**config.mk**
```make
export PLATFORM = sky130hd
export DESIGN_NAME = knap_ctrl_flat
export DESIGN_NICKNAME = d
export VERILOG_FILES = /design/src/knap_pkg.sv /design/src/knap_if.sv /design/src/knap_ctrl.sv /design/src/flat_wrapper.sv
export SDC_FILE = /design/constraint.sdc
export NUM_CORES = 2
export LEC_CHECK = 0
export BUFFER_PORTS_ARGS = -buffer_cell sky130_fd_sc_hd__buf_4
export CAP_MARGIN = 25
export CORE_ASPECT_RATIO = 1.5
export CORE_MARGIN = 2
export CORE_UTILIZATION = 30
export CTS_BUF_LIST = sky130_fd_sc_hd__clkbuf_16
export DETAILED_ROUTE_END_ITERATION = 10
export GPL_TIMING_DRIVEN = 0
export SLEW_MARGIN = 20
export SYNTH_ARGS = -nofsm -noshare
export SYNTH_HDL_FRONTEND = slang
export SYNTH_SLANG_ARGS = --single-unit
```
**constraint.sdc**
```tcl
create_clock -name clk -period 6.6 [get_ports clk]
set_clock_uncertainty 0.2 [all_clocks]
set_input_delay 0.33 -clock clk [delete_from_list [all_inputs] [get_ports clk]]
set_output_delay 0.33 -clock clk [all_outputs]
set_load 0.02 [all_outputs]
```
**src/knap_pkg.sv**
```systemverilog
// ----------------------------------------------------------------------------
// knap_pkg
// Shared constants, types and helpers of the 0/1 knapsack traceback unit.
// ----------------------------------------------------------------------------
package knap_pkg;

  localparam int MAX_ITEMS = 32;
  localparam int MAX_TIME  = 4095;

  localparam int CFG_W      = 12;
  localparam int DEPTH_W    = 11;
  localparam int GOLD_W     = 16;
  localparam int SUM_W      = 21;
  localparam int CNT_W      = $clog2(MAX_ITEMS + 1);
  localparam int IDX_W      = (MAX_ITEMS > 1) ? $clog2(MAX_ITEMS) : 1;
  localparam int TIME_W     = $clog2(MAX_TIME + 1);
  localparam int ROW_DEPTH  = MAX_TIME + 1;
  localparam int COST_W     = ((DEPTH_W + 2) > TIME_W) ? (DEPTH_W + 2) : TIME_W;
  localparam int TAKEN_AW   = IDX_W + TIME_W;
  localparam int TAKEN_DEPTH = MAX_ITEMS * ROW_DEPTH;

  localparam logic KIND_HEAD = 1'b0;
  localparam logic KIND_OBJ  = 1'b1;

  typedef enum logic [3:0] {
    ST_IDLE,
    ST_SWEEP,
    ST_SWEEP_END,
    ST_TB_START,
    ST_TB_HEAD,
    ST_TB_ISSUE,
    ST_TB_WAIT,
    ST_EMIT_HEAD,
    ST_EMIT_OBJ
  } state_t;

  typedef struct packed {
    logic              we;
    logic [TIME_W-1:0] waddr;
    logic [SUM_W-1:0]  wdata;
    logic [TIME_W-1:0] raddr_a;
    logic [TIME_W-1:0] raddr_b;
  } row_req_t;

  typedef struct packed {
    logic                we;
    logic [TAKEN_AW-1:0] waddr;
    logic                wdata;
    logic [TAKEN_AW-1:0] raddr;
  } taken_req_t;

  // time cost of an object: three times its depth
  function automatic logic [COST_W-1:0] cost_of(input logic [DEPTH_W-1:0] depth);
    logic [COST_W-1:0] d;
    d = COST_W'(depth);
    return d + (d << 1);
  endfunction

endpackage

```
**src/knap_if.sv**
```systemverilog
// ----------------------------------------------------------------------------
// knap_in_if / knap_out_if
// Valid/ready channels for object items and result items.
// ----------------------------------------------------------------------------
interface knap_in_if import knap_pkg::*; ();
  logic               valid;
  logic               ready;
  logic [DEPTH_W-1:0] item_depth;
  logic [GOLD_W-1:0]  item_gold;
  logic               last;

  modport source (output valid, item_depth, item_gold, last, input ready);
  modport sink   (input valid, item_depth, item_gold, last, output ready);
endinterface

interface knap_out_if import knap_pkg::*; ();
  logic               valid;
  logic               ready;
  logic               kind;
  logic [SUM_W-1:0]   best_gold;
  logic [CNT_W-1:0]   chosen_count;
  logic               overflow;
  logic [DEPTH_W-1:0] out_depth;
  logic [GOLD_W-1:0]  out_gold;
  logic               last_result;

  modport source (output valid, kind, best_gold, chosen_count, overflow, out_depth,
                  out_gold, last_result, input ready);
  modport sink   (input valid, kind, best_gold, chosen_count, overflow, out_depth,
                  out_gold, last_result, output ready);
endinterface

```
**src/knap_ctrl.sv**
```systemverilog
// ----------------------------------------------------------------------------
// knap_ctrl
// Row sweep pipeline, traceback sequencer and result register.
// ----------------------------------------------------------------------------
module knap_ctrl import knap_pkg::*; (
  input  logic              clk,
  input  logic              rst,
  input  logic              cfg_we,
  input  logic [CFG_W-1:0]  cfg_wdata,
  knap_in_if.sink           item_in,
  knap_out_if.source        result_out,
  output row_req_t          row_req,
  input  logic [SUM_W-1:0]  row_rd_a,
  input  logic [SUM_W-1:0]  row_rd_b,
  output taken_req_t        taken_req,
  input  logic              taken_rd
);

  state_t state, state_next;

  logic [CFG_W-1:0]   time_limit;
  logic [TIME_W-1:0]  cap;
  logic [TIME_W-1:0]  cap_now;
  logic [DEPTH_W-1:0] obj_depth;
  logic [GOLD_W-1:0]  obj_gold;
  logic               obj_last;
  logic               first;
  logic [CNT_W-1:0]   count;
  logic               ovf_seen;
  logic [DEPTH_W-1:0] store_depth [MAX_ITEMS];
  logic [GOLD_W-1:0]  store_gold  [MAX_ITEMS];

  logic [TIME_W-1:0]  j;
  logic [COST_W-1:0]  cost;
  logic               fit_now;
  logic               s2_valid;
  logic [TIME_W-1:0]  s2_j;
  logic               s2_fit;
  logic [SUM_W-1:0]   old_val;
  logic [SUM_W-1:0]   base_val;
  logic [SUM_W-1:0]   cand;
  logic               improve;

  logic [CNT_W-1:0]   x;
  logic [IDX_W-1:0]   tb_idx;
  logic [IDX_W-1:0]   x_dec;
  logic [TIME_W-1:0]  rest;
  logic [COST_W-1:0]  tb_cost;
  logic [CNT_W-1:0]   nchosen;
  logic [MAX_ITEMS-1:0] chosen;
  logic [SUM_W-1:0]   best_gold;
  logic [IDX_W-1:0]   i;
  logic [CNT_W-1:0]   emitted;
  logic               emit_last;

  logic               in_acc;
  logic               slot_free;
  logic               load_head;
  logic               load_obj;
  logic               case_done;

  assign cap_now = (32'(time_limit) > MAX_TIME) ? TIME_W'(MAX_TIME) : TIME_W'(time_limit);
  assign in_acc    = item_in.valid && item_in.ready;
  assign slot_free = !result_out.valid || result_out.ready;
  assign cost      = cost_of(obj_depth);
  assign fit_now   = (j != '0) && (j <= cap) && (COST_W'(j) >= cost);
  assign x_dec     = IDX_W'(x - CNT_W'(1));
  assign tb_cost   = cost_of(store_depth[tb_idx]);
  assign emit_last = (emitted + CNT_W'(1)) == nchosen;

  // second sweep stage: the first object of a case sees an all-zero row
  assign old_val  = first ? '0 : row_rd_a;
  assign base_val = first ? '0 : row_rd_b;
  assign cand     = base_val + SUM_W'(obj_gold);
  assign improve  = s2_fit && (cand > old_val);

  always_comb begin
    row_req.we      = s2_valid;
    row_req.waddr   = s2_j;
    row_req.wdata   = improve ? cand : old_val;
    row_req.raddr_a = (state == ST_TB_START) ? cap : j;
    row_req.raddr_b = j - TIME_W'(cost);
    taken_req.we    = s2_valid;
    taken_req.waddr = {count[IDX_W-1:0], s2_j};
    taken_req.wdata = improve;
    taken_req.raddr = {x_dec, rest};
  end

  always_ff @(posedge clk) begin
    if (rst) begin
      state <= ST_IDLE;
    end else begin
      state <= state_next;
    end
  end

  always_comb begin
    state_next    = state;
    item_in.ready = 1'b0;
    load_head     = 1'b0;
    load_obj      = 1'b0;
    case_done     = 1'b0;
    unique case (state)
      ST_IDLE: begin
        item_in.ready = 1'b1;
        if (item_in.valid) begin
          if (count < CNT_W'(MAX_ITEMS)) begin
            state_next = ST_SWEEP;
          end else if (item_in.last) begin
            state_next = ST_TB_START;
          end
        end
      end
      ST_SWEEP: begin
        if (j == '0) begin
          state_next = ST_SWEEP_END;
        end
      end
      ST_SWEEP_END: begin
        state_next = obj_last ? ST_TB_START : ST_IDLE;
      end
      ST_TB_START: state_next = ST_TB_HEAD;
      ST_TB_HEAD:  state_next = ST_TB_ISSUE;
      ST_TB_ISSUE: begin
        state_next = (x == '0) ? ST_EMIT_HEAD : ST_TB_WAIT;
      end
      ST_TB_WAIT: state_next = ST_TB_ISSUE;
      ST_EMIT_HEAD: begin
        if (slot_free) begin
          load_head = 1'b1;
          if (nchosen == '0) begin
            case_done  = 1'b1;
            state_next = ST_IDLE;
          end else begin
            state_next = ST_EMIT_OBJ;
          end
        end
      end
      ST_EMIT_OBJ: begin
        if (chosen[i] && slot_free) begin
          load_obj = 1'b1;
          if (emit_last) begin
            case_done  = 1'b1;
            state_next = ST_IDLE;
          end
        end
      end
      default: state_next = ST_IDLE;
    endcase
  end

  // control registers
  always_ff @(posedge clk) begin
    if (rst) begin
      time_limit        <= '0;
      count             <= '0;
      ovf_seen          <= 1'b0;
      s2_valid          <= 1'b0;
      result_out.valid  <= 1'b0;
    end else begin
      if (cfg_we) begin
        time_limit <= cfg_wdata;
      end
      s2_valid <= (state == ST_SWEEP);
      if (state == ST_SWEEP_END) begin
        count <= count + CNT_W'(1);
      end
      if (in_acc && count >= CNT_W'(MAX_ITEMS)) begin
        ovf_seen <= 1'b1;
      end
      if (case_done) begin
        count    <= '0;
        ovf_seen <= 1'b0;
      end
      if (load_head || load_obj) begin
        result_out.valid <= 1'b1;
      end else if (result_out.ready) begin
        result_out.valid <= 1'b0;
      end
    end
  end

  // datapath registers
  always_ff @(posedge clk) begin
    if (in_acc) begin
      obj_depth <= item_in.item_depth;
      obj_gold  <= item_in.item_gold;
      obj_last  <= item_in.last;
      cap       <= cap_now;
      first     <= (count == '0);
      j         <= TIME_W'(MAX_TIME);
      if (count < CNT_W'(MAX_ITEMS)) begin
        store_depth[count[IDX_W-1:0]] <= item_in.item_depth;
        store_gold[count[IDX_W-1:0]]  <= item_in.item_gold;
      end
    end
    if (state == ST_SWEEP) begin
      j <= j - TIME_W'(1);
    end
    s2_j   <= j;
    s2_fit <= fit_now;

    unique case (state)
      ST_TB_START: begin
        x       <= count;
        rest    <= cap;
        nchosen <= '0;
        chosen  <= '0;
      end
      ST_TB_HEAD: begin
        best_gold <= row_rd_a;
      end
      ST_TB_ISSUE: begin
        if (x != '0) begin
          x      <= x - CNT_W'(1);
          tb_idx <= x_dec;
        end
        i       <= '0;
        emitted <= '0;
      end
      ST_TB_WAIT: begin
        if (taken_rd) begin
          chosen[tb_idx] <= 1'b1;
          nchosen        <= nchosen + CNT_W'(1);
          rest <= (tb_cost <= COST_W'(rest)) ? TIME_W'(COST_W'(rest) - tb_cost) : '0;
        end
      end
      ST_EMIT_OBJ: begin
        if (!chosen[i] || slot_free) begin
          i <= i + IDX_W'(1);
        end
        if (load_obj) begin
          emitted <= emitted + CNT_W'(1);
        end
      end
      default: begin
      end
    endcase

    if (load_head) begin
      result_out.kind         <= KIND_HEAD;
      result_out.best_gold    <= best_gold;
      result_out.chosen_count <= nchosen;
      result_out.overflow     <= ovf_seen;
      result_out.out_depth    <= '0;
      result_out.out_gold     <= '0;
      result_out.last_result  <= (nchosen == '0);
    end else if (load_obj) begin
      result_out.kind         <= KIND_OBJ;
      result_out.best_gold    <= '0;
      result_out.chosen_count <= '0;
      result_out.overflow     <= 1'b0;
      result_out.out_depth    <= store_depth[i];
      result_out.out_gold     <= store_gold[i];
      result_out.last_result  <= emit_last;
    end
  end

`ifndef SYNTH
  a_count_bound: assert property (@(posedge clk) disable iff (rst)
    count <= CNT_W'(MAX_ITEMS))
    else $error("object count above limit");

  a_row_no_raw: assert property (@(posedge clk) disable iff (rst)
    (row_req.we && state == ST_SWEEP) |-> (row_req.raddr_a != row_req.waddr))
    else $error("row read and write collide");

  a_rest_bound: assert property (@(posedge clk) disable iff (rst)
    (state == ST_TB_ISSUE || state == ST_TB_WAIT) |-> (rest <= cap))
    else $error("traceback capacity above budget");

  a_emit_bound: assert property (@(posedge clk) disable iff (rst)
    (state == ST_EMIT_OBJ) |-> (emitted < nchosen))
    else $error("more objects emitted than chosen");

  a_last_done: assert property (@(posedge clk) disable iff (rst)
    case_done |=> (count == '0 && !ovf_seen))
    else $error("case state not cleared");
`endif

endmodule
```
**src/flat_wrapper.sv**
```systemverilog
// flat-port wrapper written by rule: the top's interface ports become plain ports
module knap_ctrl_flat import knap_pkg::*;
  (clk, rst, cfg_we, cfg_wdata, row_req, row_rd_a, row_rd_b, taken_req, taken_rd, item_in_valid, item_in_item_depth, item_in_item_gold, item_in_last, item_in_ready, result_out_valid, result_out_kind, result_out_best_gold, result_out_chosen_count, result_out_overflow, result_out_out_depth, result_out_out_gold, result_out_last_result, result_out_ready);
  knap_in_if item_in_i ();
  knap_out_if result_out_i ();
  input  logic clk;
  input  logic rst;
  input  logic cfg_we;
  input  logic [CFG_W-1:0] cfg_wdata;
  output row_req_t row_req;
  input  logic [SUM_W-1:0] row_rd_a;
  input  logic [SUM_W-1:0] row_rd_b;
  output taken_req_t taken_req;
  input  logic taken_rd;
  input wire logic [$bits(item_in_i.valid)-1:0] item_in_valid;
  input wire logic [$bits(item_in_i.item_depth)-1:0] item_in_item_depth;
  input wire logic [$bits(item_in_i.item_gold)-1:0] item_in_item_gold;
  input wire logic [$bits(item_in_i.last)-1:0] item_in_last;
  output wire logic [$bits(item_in_i.ready)-1:0] item_in_ready;
  output wire logic [$bits(result_out_i.valid)-1:0] result_out_valid;
  output wire logic [$bits(result_out_i.kind)-1:0] result_out_kind;
  output wire logic [$bits(result_out_i.best_gold)-1:0] result_out_best_gold;
  output wire logic [$bits(result_out_i.chosen_count)-1:0] result_out_chosen_count;
  output wire logic [$bits(result_out_i.overflow)-1:0] result_out_overflow;
  output wire logic [$bits(result_out_i.out_depth)-1:0] result_out_out_depth;
  output wire logic [$bits(result_out_i.out_gold)-1:0] result_out_out_gold;
  output wire logic [$bits(result_out_i.last_result)-1:0] result_out_last_result;
  input wire logic [$bits(result_out_i.ready)-1:0] result_out_ready;
  assign item_in_i.valid = item_in_valid;
  assign item_in_i.item_depth = item_in_item_depth;
  assign item_in_i.item_gold = item_in_item_gold;
  assign item_in_i.last = item_in_last;
  assign item_in_ready = item_in_i.ready;
  assign result_out_valid = result_out_i.valid;
  assign result_out_kind = result_out_i.kind;
  assign result_out_best_gold = result_out_i.best_gold;
  assign result_out_chosen_count = result_out_i.chosen_count;
  assign result_out_overflow = result_out_i.overflow;
  assign result_out_out_depth = result_out_i.out_depth;
  assign result_out_out_gold = result_out_i.out_gold;
  assign result_out_last_result = result_out_i.last_result;
  assign result_out_i.ready = result_out_ready;
  knap_ctrl u_core (.clk(clk), .rst(rst), .cfg_we(cfg_we), .cfg_wdata(cfg_wdata), .item_in(item_in_i), .result_out(result_out_i), .row_req(row_req), .row_rd_a(row_rd_a), .row_rd_b(row_rd_b), .taken_req(taken_req), .taken_rd(taken_rd));
endmodule
```
After elaboration in Yosys (flattened, before gate mapping)
Memory sizes are Yosys's and may differ from the RTL's. A register that Yosys moved wholly into a read port is not among the register bits. Cells that the tools add are included.

$add $sub $neg: 11. Magnitude comparators: 9. Equal/unequal tests: 19. Muxes and demuxes: 58. Bitwise gates (word level): 1. Reduce and logical (&&, ||, !) cells: 33.

Operators with widths (count): $mux 21 (5); $pmux 32 s2 (1); $mux 12 (5); $pmux 6 s2 (3); $mux 32 (1); $mux 4 (8); $or 32x32->32 (1); $pmux 4 s8 (1); $mux 6 (5); $add 11x12->13 (2); $pmux 12 s2 (1); $sub 12x12->12 (2); $add 21x16->21 (1); $gt 21x21->1 (1); $mux 1 (21); $add 6x1->6 const B (3); $logic_not 6->1 (3); $eq 4x3->1 const B (4); $ne 2x1->1 const B (7); $ge 12x13->1 (1); $le 13x12->1 (1); $le 12x12->1 (1); $logic_not 12->1 (1); $lt 5x6->1 const B (2); 28 further kinds (50).

Register bits: 214. RAM bits: 864. Bits of input ports: 88. Output and inout port bits: 153. Word-level logic and storage cells: 160. Memories: 2.

Memory list: u_core.store_gold (words 32, bits a word 16, read ports 1, clocked after Yosys merged registers in 1, write ports 1, RTL line knap_ctrl.sv:31) `logic [GOLD_W-1:0] store_gold [MAX_ITEMS];`; u_core.store_depth (words 32, bits a word 11, read ports 2, clocked after Yosys merged registers in 2, write ports 1, RTL line knap_ctrl.sv:30) `logic [DEPTH_W-1:0] store_depth [MAX_ITEMS];`.

Longest topological paths before layout
Depth after elaboration: 7. Depth in mapped cells: 23. Mapped depth without buffers: 20.

Worst setup path before layout
No wires, ideal clock.

Path type: reg-to-reg. Start: reg (tool-made name). End: reg u_core.rest[10] (data pin). Library setup time: 0.257 ns. Arrival: 5.036 ns. Required time: 6.143 ns. Setup slack: 1.107 ns. Stages on the path, launching flop included: 23. Buffers on the path: 4. Clock period less this slack: 5.493 ns. Path through: dfxtp_1 -> clkbuf_1 -> buf_1 -> clkbuf_1 -> mux4_2 -> mux4_2 -> mux2i_1 -> inv_1 -> ha_1 -> a21o_1 -> a21oi_1 -> nand2b_1 -> nand2b_1 -> a21oi_1 -> xnor2_1 -> ha_1 -> clkbuf_1 -> a21oi_1 -> nor2b_1 -> o31a_1 -> o21a_1 -> or3_1 -> a32o_1.

RTL lines: end signal: assignment (RTL line knap_ctrl.sv:206) `rest <= cap;`; end signal: assignment (RTL line knap_ctrl.sv:225) `rest <= (tb_cost <= COST_W'(rest)) ? TIME_W'(COST_W'(rest) - tb_cost) : '0;`; end: declaration (RTL line knap_ctrl.sv:47) `logic [TIME_W-1:0] rest;`.

==> summary.txt <==
Outcome
  • Status: completed

Setup path
  • WP data required: a little over 6000 ps
  • Critical Path AT: 5800 ps
  • Worst setup SP type: flip-flop
  • CP Capture Type: output pin
  • CP max FO: 10
  • Critical path class: flip-flop to output pin

Clock tree
  • Worst-skew pair later-pin latency: 730 ps
  • Cts bufs inserted: 100
  • Worst-path clk slew: 70 ps
  • H-tree depth: 3
  • Maximum clock path buffer count: 3
  • CTS Sinks: approximately 1100
  • CTS tree: done
  • Clock root cell: clkbuf_16

STA
  • Fmax: 158.1 MHz
  • Post-route minimum period: 6327 ps
  • Endpoints failing setup: 0
  • Max_slew headroom: 0.2619
  • Final max-slew violation count: 0
  • Unrepaired setup endpoints after global routing: no
  • Crit share post-route: 0.9586
  • Final Hold Viols: 0
  • Slew @ Worst Pin: between 1000 and 1500 ps

Global routing
  • Vias in the first global route: 29388
  • Total track usage: 0.1778
  • First-pass GRT wire length: approximately 210 mm
  • GR Overflow Total: 0
  • Initial antenna violation count: 8
  • Largest net degree at the start of global routing: 51

Placement
  • Placed cell count: around 5300
  • Hpwl dp: 110.4 mm
  • # port buffers: 240
  • Routability cong.: approximately 0.85

Synth
  • Area contributors post-synth: edfxtp_1 (63%), mux4_2 (18%), ha_1 (3.0%)
  • Synth Net Count: 3006
  • Share of synthesized registers carrying an async set or reset: 0
  • Area leader, netlist: edfxtp_1
  • Avg Cell Area, Syn: around 18 µm²
  • Synth top area share: 0.6271
  • Seq/Total Area, Yosys: 0.6557
  • Synth unique cells: 71
  • Synth Flop Type: edfxtp_1
  • YS warnings: 0
  • Post-Syn Area: 49750 µm²
  • Number of synthesized register bits: 1110
  • Post-synth EDFFs: a little over 1000
  • Post-Syn Instances: around 2800

Detailed routing
  • Initial drt markers: about 2600
  • Post-DRT Antenna Nets: 0
  • Via/cell ratio: around 5.1
  • Average wire per cell in the routed design: 27.35 µm
  • Drt drc: 0
  • Via count: between 20000 and 30000
  • DR pass1 iterations: 5
  • Final wirelength: between 150 and 200 mm

Power and ir drop
  • VDD IR max: between 0.15 and 0.2 mV
  • Comb power frac: 0.167
  • Power consumption: approximately 17 mW
  • Sw Ratio: 0.2687
  • Sequential Power Share: 0.482
  • Cell Int Power: roughly 12 mW
  • Leakage power total: between 20 and 25 nW
  • Clk pwr share: 0.351
  • Switch Pwr: 4.472 mW
  • Power density cells: around 280 nW/µm²

Cells and area
  • # fillers: 15524
  • Synth-to-Final Area Change: 20.67%
  • Most frequent cells in the layout: edfxtp_1 (1039), mux4_2 (387), buf_4 (277), nor2_1 (126), ha_1 (118)
  • Post-layout net count: between 3000 and 4000
  • Area of the multi-input gates: roughly 16000 µm²
  • Final std cells w/o fill: between 5000 and 6000
  • Layout cell share with drive strength beyond 1: 0.3038
  • FF/Latch Area: 32620 µm²
  • Leading cell type in the layout, fill and taps excluded: edfxtp_1

Flow run
  • Max cap viols: 0

Die
  • Site row count: approximately 180
  • I/O Pins: between 200 and 250
  • Die height: 502.8 µm
  • Die ar.: 169200 µm²
  • Die Span X: about 340 µm
  • Initial Util: 0.3010
  • Core ar.: approximately 170000 µm²

Hold path
  • Hold Path Class: input port to flip-flop
-- kinds of logic (layout without fill, tap and decap cells) --
family          after synthesis  after routing  share of synthesized area
mux                         458            458                     0.1899
flops                      1110           1110                     0.6557
simple gates                485            485                    0.04967
compound gates              289            289                    0.03634
buf+inv                     245            812                    0.02163
fa+ha+maj                   124            124                    0.03194
xor+xnor                     83             83                    0.01489
other cells                   0              5                          0
-- power by group through the flow --
stage               clock network, mW  registers [mW]  logic (mW)
global route                     6.15            8.03        3.01
finish                           5.84            8.02        2.78
detailed placement                  0            8.18        2.70
floorplan                           0            8.11        1.70
global placement                    0            8.19        2.61
CTS                              5.92            8.03        2.77
-- path summary, 6_finish.rpt --
check	start	cells after the start	slack, ps	endpoint
setup / recovery	u_core.first$_DFFE_PP_	23	270	row_req[42]
hold / removal	item_in_last	2	140	u_core.obj_last$_DFFE_PP_
setup reg to reg	flip-flop	19	440	u_core.rest[10]$_DFFE_PP_
hold reg to reg	u_core.cap_now[11]$_SDFFE_PP0P_	0	230	u_core.cap[11]$_DFFE_PP_
-- flip-flops by register name, summed over array words and instances (netlist names), 16 cells and up, named ones only --
signal,count
u_core.store_gold,512
u_core.store_depth,352
u_core.chosen,32
u_core.best_gold,21
u_core.result_out.best_gold,21
u_core.obj_gold,16
u_core.result_out.out_gold,16
-- synthesized netlist by cell type, types with 4 or more instances --
cell      number
a311oi_1       6
dfxtp_1       71
mux4_2       387
xnor2_1       53
nor3_1        23
fa_1           5
mux2_2        17
nand2_1       63
or3_1          9
xor2_1        29
o31ai_1        7
o21bai_1       5
o21ai_1        4
a21oi_1       97
a22o_1         9
o21a_1        10
nand3_1       48
nor2b_1       48
a211oi_1      11
nor3b_1       10
o21ai_0       66
a21o_1        40
and2_1         4
nand4_1       15
clkbuf_1      79
edfxtp_1    1039
and3_1        31
nor2_1       157
nand3b_1       8
buf_1         22
ha_1         119
mux2i_1       54
nand2b_1      35
buf_4         26
a31oi_1        5
inv_1         76
buf_2         41
nor4_1        14
-- cell type report --
cell class              count  area share
multi-input cells        1439      0.2737
flip-flops and latches   1110      0.5434
inverters                  76    0.004856
repair buffers            384     0.06400
clock buffers             103     0.04293
plain buffers             166     0.01436
diodes                      5   0.0002084
clock inverters            83     0.01034
well taps                2220     0.04627
-- worst max-delay path, cell delays in order (launching register included) --
cell and delay, ps:
edfxtp_1 500, buf_6 190, clkbuf_4 190, nor2b_1 140, ha_2 230, fa_2 250
a211oi_2 100, o21ai_2 250, a31oi_4 130, a211o_1 340, buf_4 150, a311oi_1 240
buf_4 160, nor2_1 40, ha_1 330, nand4_1 220, nor4_2 420, nand4_1 130
nand2_1 110, a31o_4 180, clkinvlp_4 130, buf_4 160, a211oi_1 280, buf_4 190
-- timing repair --
| item | in CTS | in global routing |
|---|---|---|
| setup buffers | 5 | 2 |
| hold endpoints to repair | 936 | 0 |
| hold buffers | 70 | 0 |
| resized for setup | 30 | 33 |
| endpoints found under the setup margin | 34 | 34 |
| pin swaps | 3 | 6 |
-- stage by stage --
stage          TNS [ps]  setup WS (ps)  hold slack [ps]  instance area, µm²  utilization
4_1_cts               0          12.39            111.0               59860       0.3621
6_report              0          273.3            144.7               60040       0.3632
3_5_place_dp      -9550         -584.0            218.1               55840       0.3378
3_3_place_gp      -9882         -632.3            210.8               54330       0.3287
2_1_floorplan         0           1107            206.3               49750            -
5_1_grt               0          30.54            157.3               60030       0.3631
-- metal layers --
layer  global-route usage  wire length [µm]
met1               0.1989             54880
met2               0.3279             81090
met3              0.02783              9534
met4              0.08488              7288
met5                    0                 0
(Power assumes the default switching activity.)
